`src/rtl/wcf_dist.sv`:
```
// Capture test: squared distance from car to target against squared radius.
// Stage 1 absolute offsets, stage 2 squares, then add and compare.
// No package dependency.
module wcf_dist #(
  parameter int COORD_BITS = 24
) (
  input  logic                         clk,
  input  logic signed [COORD_BITS-1:0] car_x,
  input  logic signed [COORD_BITS-1:0] car_y,
  input  logic signed [COORD_BITS-1:0] tgt_x,
  input  logic signed [COORD_BITS-1:0] tgt_y,
  input  logic [15:0]                  radius,
  output logic                         hit
);

  localparam int DW = COORD_BITS + 1;
  localparam int EW = (DW > 17) ? DW : 17;

  logic signed [DW-1:0] dxs, dys;
  logic [DW-1:0]        dxa, dya;
  logic [EW-1:0]        dxe, dye;
  logic                 far;

  logic [15:0] dx_r, dy_r;
  logic        far1_r;
  logic [31:0] sqx_r, sqy_r, r2_r;
  logic        far2_r;
  logic [32:0] sum;

  // stage 1: absolute axis offsets, out of range beyond 16 bits
  always_comb begin
    dxs = DW'(car_x) - DW'(tgt_x);
    dys = DW'(car_y) - DW'(tgt_y);
    dxa = dxs[DW-1] ? DW'(-dxs) : DW'(dxs);
    dya = dys[DW-1] ? DW'(-dys) : DW'(dys);
    dxe = EW'(dxa);
    dye = EW'(dya);
    far = (|dxe[EW-1:16]) | (|dye[EW-1:16]);
  end

  always_ff @(posedge clk) begin
    dx_r   <= dxe[15:0];
    dy_r   <= dye[15:0];
    far1_r <= far;
  end

  // stage 2: squares and squared radius
  always_ff @(posedge clk) begin
    sqx_r  <= 32'(dx_r) * 32'(dx_r);
    sqy_r  <= 32'(dy_r) * 32'(dy_r);
    r2_r   <= 32'(radius) * 32'(radius);
    far2_r <= far1_r;
  end

  // final add and strict compare
  assign sum = 33'(sqx_r) + 33'(sqy_r);
  assign hit = !far2_r && (sum < 33'(r2_r));

endmodule

```
`config.mk`:
```
export PLATFORM = sky130hd
export DESIGN_NAME = wcf_dist
export DESIGN_NICKNAME = d
export VERILOG_FILES = /design/src/rtl/wcf_dist.sv
export SDC_FILE = /design/constraint.sdc
export NUM_CORES = 2
export LEC_CHECK = 0
export ABC_AREA = 1
export BUFFER_PORTS_ARGS = -buffer_cell sky130_fd_sc_hd__buf_2
export CORE_MARGIN = 1.5
export CORE_UTILIZATION = 45
export DETAILED_ROUTE_END_ITERATION = 6
export GPL_ROUTABILITY_DRIVEN = 0
export GPL_TIMING_DRIVEN = 0
export SYNTH_ARGS = -nofsm -noshare
export SYNTH_HDL_FRONTEND = slang
export SYNTH_SLANG_ARGS = --single-unit
```
`constraint.sdc`:
```
create_clock -name clk -period 13.4 [get_ports clk]
set_input_delay 2.68 -clock clk [delete_from_list [all_inputs] [get_ports clk]]
set_output_delay 2.68 -clock clk [all_outputs]
set_load 0.05 [all_outputs]
```
==> PnR_summary.wiki <==
{| class="wikitable"
! Metric !! Value
|-
| Share of synthesized area occupied by flip-flops and latches || 8.090%
|-
| Die Area || 0.07143 mm^2
|-
| Prevailing post-synth register cell || dfxtp_1
|-
| Number of enable-type register cells in the synthesized netlist || 0
|-
| Number of nets with antenna violations after routing || 0
|-
| Maximum clock rate || 106.6 MHz
|-
| Worst EP required || 13,780 ps
|-
| Avg Synthesized Cell Area || 7.475 um^2
|-
| Origin of the worst setup path || radius[8]
|-
| Number of I/O pins || 114
|-
| Root cell of the clock tree || clkbuf_16
|-
| Run status || finished clean
|-
| Clock period minus final worst setup slack || 9384 ps
|-
| Count of vias placed by the detailed router || 24.84k
|-
| Number of buffers added to fix hold violations after cts || 0
|-
| Max cap viols || 0
|-
| End point of the critical path || r2_r[28]
|-
| Number of buffers inserted by port buffering || 104
|-
| Residual DRC || 0
|-
| H-tree depth reported by CTS || 4
|-
| Count of cells resized by post-cts repair || 0
|-
| Post-DR vias/cell || 4.711
|-
| Clock latency of the later-clocked register in the worst-skew pair || 450 ps
|-
| Floorplan Core Area || 0.06883 mm^2
|-
| GRT Total Usage || 21.58%
|-
| Largest cells by area after synthesis || fa_1 31%, ha_1 16%, inv_1 14%, nand2_1 11%, dfxtp_1 8.1%
|-
| Post-synth ARST share || 0%
|-
| Sequential cell area || 0.002542 mm^2
|-
| CTS tree || built
|-
| Number of setup violations in the final report || 0
|-
| FF-to-FF End || sqx_r[25]
|-
| Setup repair after global routing missed its margin || no
|-
| DRC marker count from the first detailed-route iteration || 1,067
|-
| Final sum of negative setup slack || 0 ps
|-
| Number of buffers inserted during clock tree synthesis || 17
|-
| Die W || 267.3 um
|-
| Wire length of the first global-routing pass || 124.3 mm
|-
| Starting density of the core || 45.66%
|-
| Number of storage elements in the synthesis netlist || 127
|-
| Die height || 267.3 um
|-
| TritonCTS sink count || 127
|-
| Start of the worst register-to-register path || dx_r[2]
|-
| Tcrit/Tclk final || 70.03%
|-
| Number of fill cells || 6,969
|-
| Ratio of cells with drive above 1 in the final layout || 5.276%
|-
| Avg WL per Cell || 13.88 um
|-
| Total nets after synthesis || 5,218
|-
| Clock transition at the registers of the reported paths || 60 ps
|-
| Post-synthesis cell area || 0.03143 mm^2
|-
| Cell count after synthesis || 4,204
|-
| CTS max path bufs || 2
|-
| Class of the most critical hold timing path || reg2reg
|-
| Most frequent standard cell in the layout excluding fill and tap cells || inv_1
|-
| Area growth from synthesis to layout || 7.234%
|-
| Biggest area consumer among synthesized cells || fa_1
|-
| Highest-count cells in the layout ignoring fill and taps || 1,143 x inv_1, 930 x nand2_1, 488 x fa_1
|-
| Wire length reported by the detailed router || 73.16 mm
|-
| Fraction of synthesized cell area taken by the top area cell type || 31.09%
|-
| Actual transition at the worst max-transition pin || 877.3 ps
|-
| Setup Crit Path Kind || in2reg
|-
| Post-CTS setup buffer count || 0
|-
| Largest fanout of any net on the critical path || 10
|-
| Final Util || 48.96%
|-
| Final hold violations || 0
|-
| Number of warning messages in the yosys log || 0
|-
| Setup slack of the worst register-to-register path || 6610 ps
|-
| Net total in the final layout || 5,341
|-
| Vias in the first global route || 25.51k
|-
| Number of different library cells in the post-synthesis netlist || 44
|-
| Sort of element at the end of the critical path || flip-flop
|-
| Arrival time of the worst setup path || 9760 ps
|-
| Cell count after placement || 5,239
|-
| Pin count of the biggest net entering global routing || 17
|-
| Post-DP HPWL || 64.46 mm
|-
| Aggregate global routing overflow || 0
|-
| Clock Skews || 16.88 ps
|-
| Antenna violations before repair || 1
|-
| Normalized max-slew margin || 41.51%
|-
| Logic depth of the worst register-to-register path || 21
|-
| Pre-antenna DRT Iters || 5
|-
| Post-Layout Cell Count || 5,272
|-
| Row cnt || 96
|-
| Final setup slack of the worst path || 4016 ps
|-
| Setup slack at placement || 3518 ps
|-
| Pins Over Slew Limit || 0
|-
| Area of the multi-input gates || 0.02412 mm^2
|-
| Startpoint class of the critical path || primary input
|}
## metal layers
layer / vias to the layer above / global-route usage [%] / part of all wire, %
li1: 12755 / - / -
met1: 11577 / 28.66 / 46
met2: 421 / 37.46 / 48
met3: 86 / 2.225 / 3.5
met4: 0 / 5.436 / 2.2
met5: - / 0 / 0
## logic make-up (layout without fill, tap and decap cells)
group | count (synthesis) | count (layout) | share of synthesized area (%)
flip-flops | 127 | 127 | 8.090
AND/OR/NAND/NOR | 1389 | 1389 | 18.31
adder cells (fa/ha/maj) | 901 | 901 | 47.53
other | 0 | 1 | 0
XOR/XNOR | 174 | 174 | 4.849
buffers and inverters | 1266 | 1402 | 15.15
AO/OA/AOI/OAI | 347 | 347 | 6.076
## flip-flops by register name, summed over array words and instances (netlist names)
register  count
dx_r         16
dy_r         16
far1_r        1
far2_r        1
r2_r         31
sqx_r        31
sqy_r        31
## Yosys cell counts, types with 43 or more instances
master,n
xnor2_1,55
inv_1,1143
ha_1,413
nand2_1,930
clkbuf_1,91
nor2_1,200
o21ai_0,71
xor2_1,119
a21oi_1,199
nand4_1,43
fa_1,488
dfxtp_1,127
nand3_1,128
## area by class of cell
cell class | count | area share, %
repair buffers | 104 | 1.545
flip-flops and latches | 127 | 7.544
clock buffers | 17 | 1.262
inverters | 1170 | 13.03
plain buffers | 96 | 1.092
diodes | 1 | 0.007426
well taps | 931 | 3.457
multi-input cells | 2811 | 71.59
clock inverters | 15 | 0.4752
## stage by stage
step / hold slack [ps] / cell area, um^2
2_1_floorplan: 309.6 / 31430
3_3_place_gp: 336.3 / 33110
3_5_place_dp: 342.7 / 33110
4_1_cts: 355.1 / 33700
5_1_grt: 359.6 / 33700
6_report: 353.2 / 33700
## worst min-delay path by stage
| stage | from | to | slack, ps | cells past startpoint |
|---|---|---|---|---|
| finish | dx_r[0] | sqx_r[0] | 350 | 0 |
| global route | dx_r[0] | sqx_r[0] | 360 | 0 |
| CTS | dx_r[0] | sqx_r[0] | 360 | 0 |
| detailed placement | dx_r[0] | sqx_r[0] | 340 | 0 |
| global placement | dx_r[0] | sqx_r[0] | 340 | 0 |
| floorplan | far1_r | far2_r | 310 | 0 |
## critical path, cell delays in order
cell	delay [ps]
buf_2	90
clkbuf_1	570
clkbuf_1	730
nand2_1	200
fa_1	550
inv_1	60
fa_1	500
inv_1	60
fa_1	540
inv_1	50
fa_1	460
fa_1	500
inv_1	50
fa_1	480
inv_1	40
ha_1	330
nand2_1	110
nor2_1	170
nand4_1	90
o21ai_0	360
a21boi_0	270
o21bai_1	260
a31oi_1	200
o21ai_0	240
xor2_1	160
Power is not shown: default switching activity piles up to over one toggle a cycle in this logic, so the estimate is an artifact.
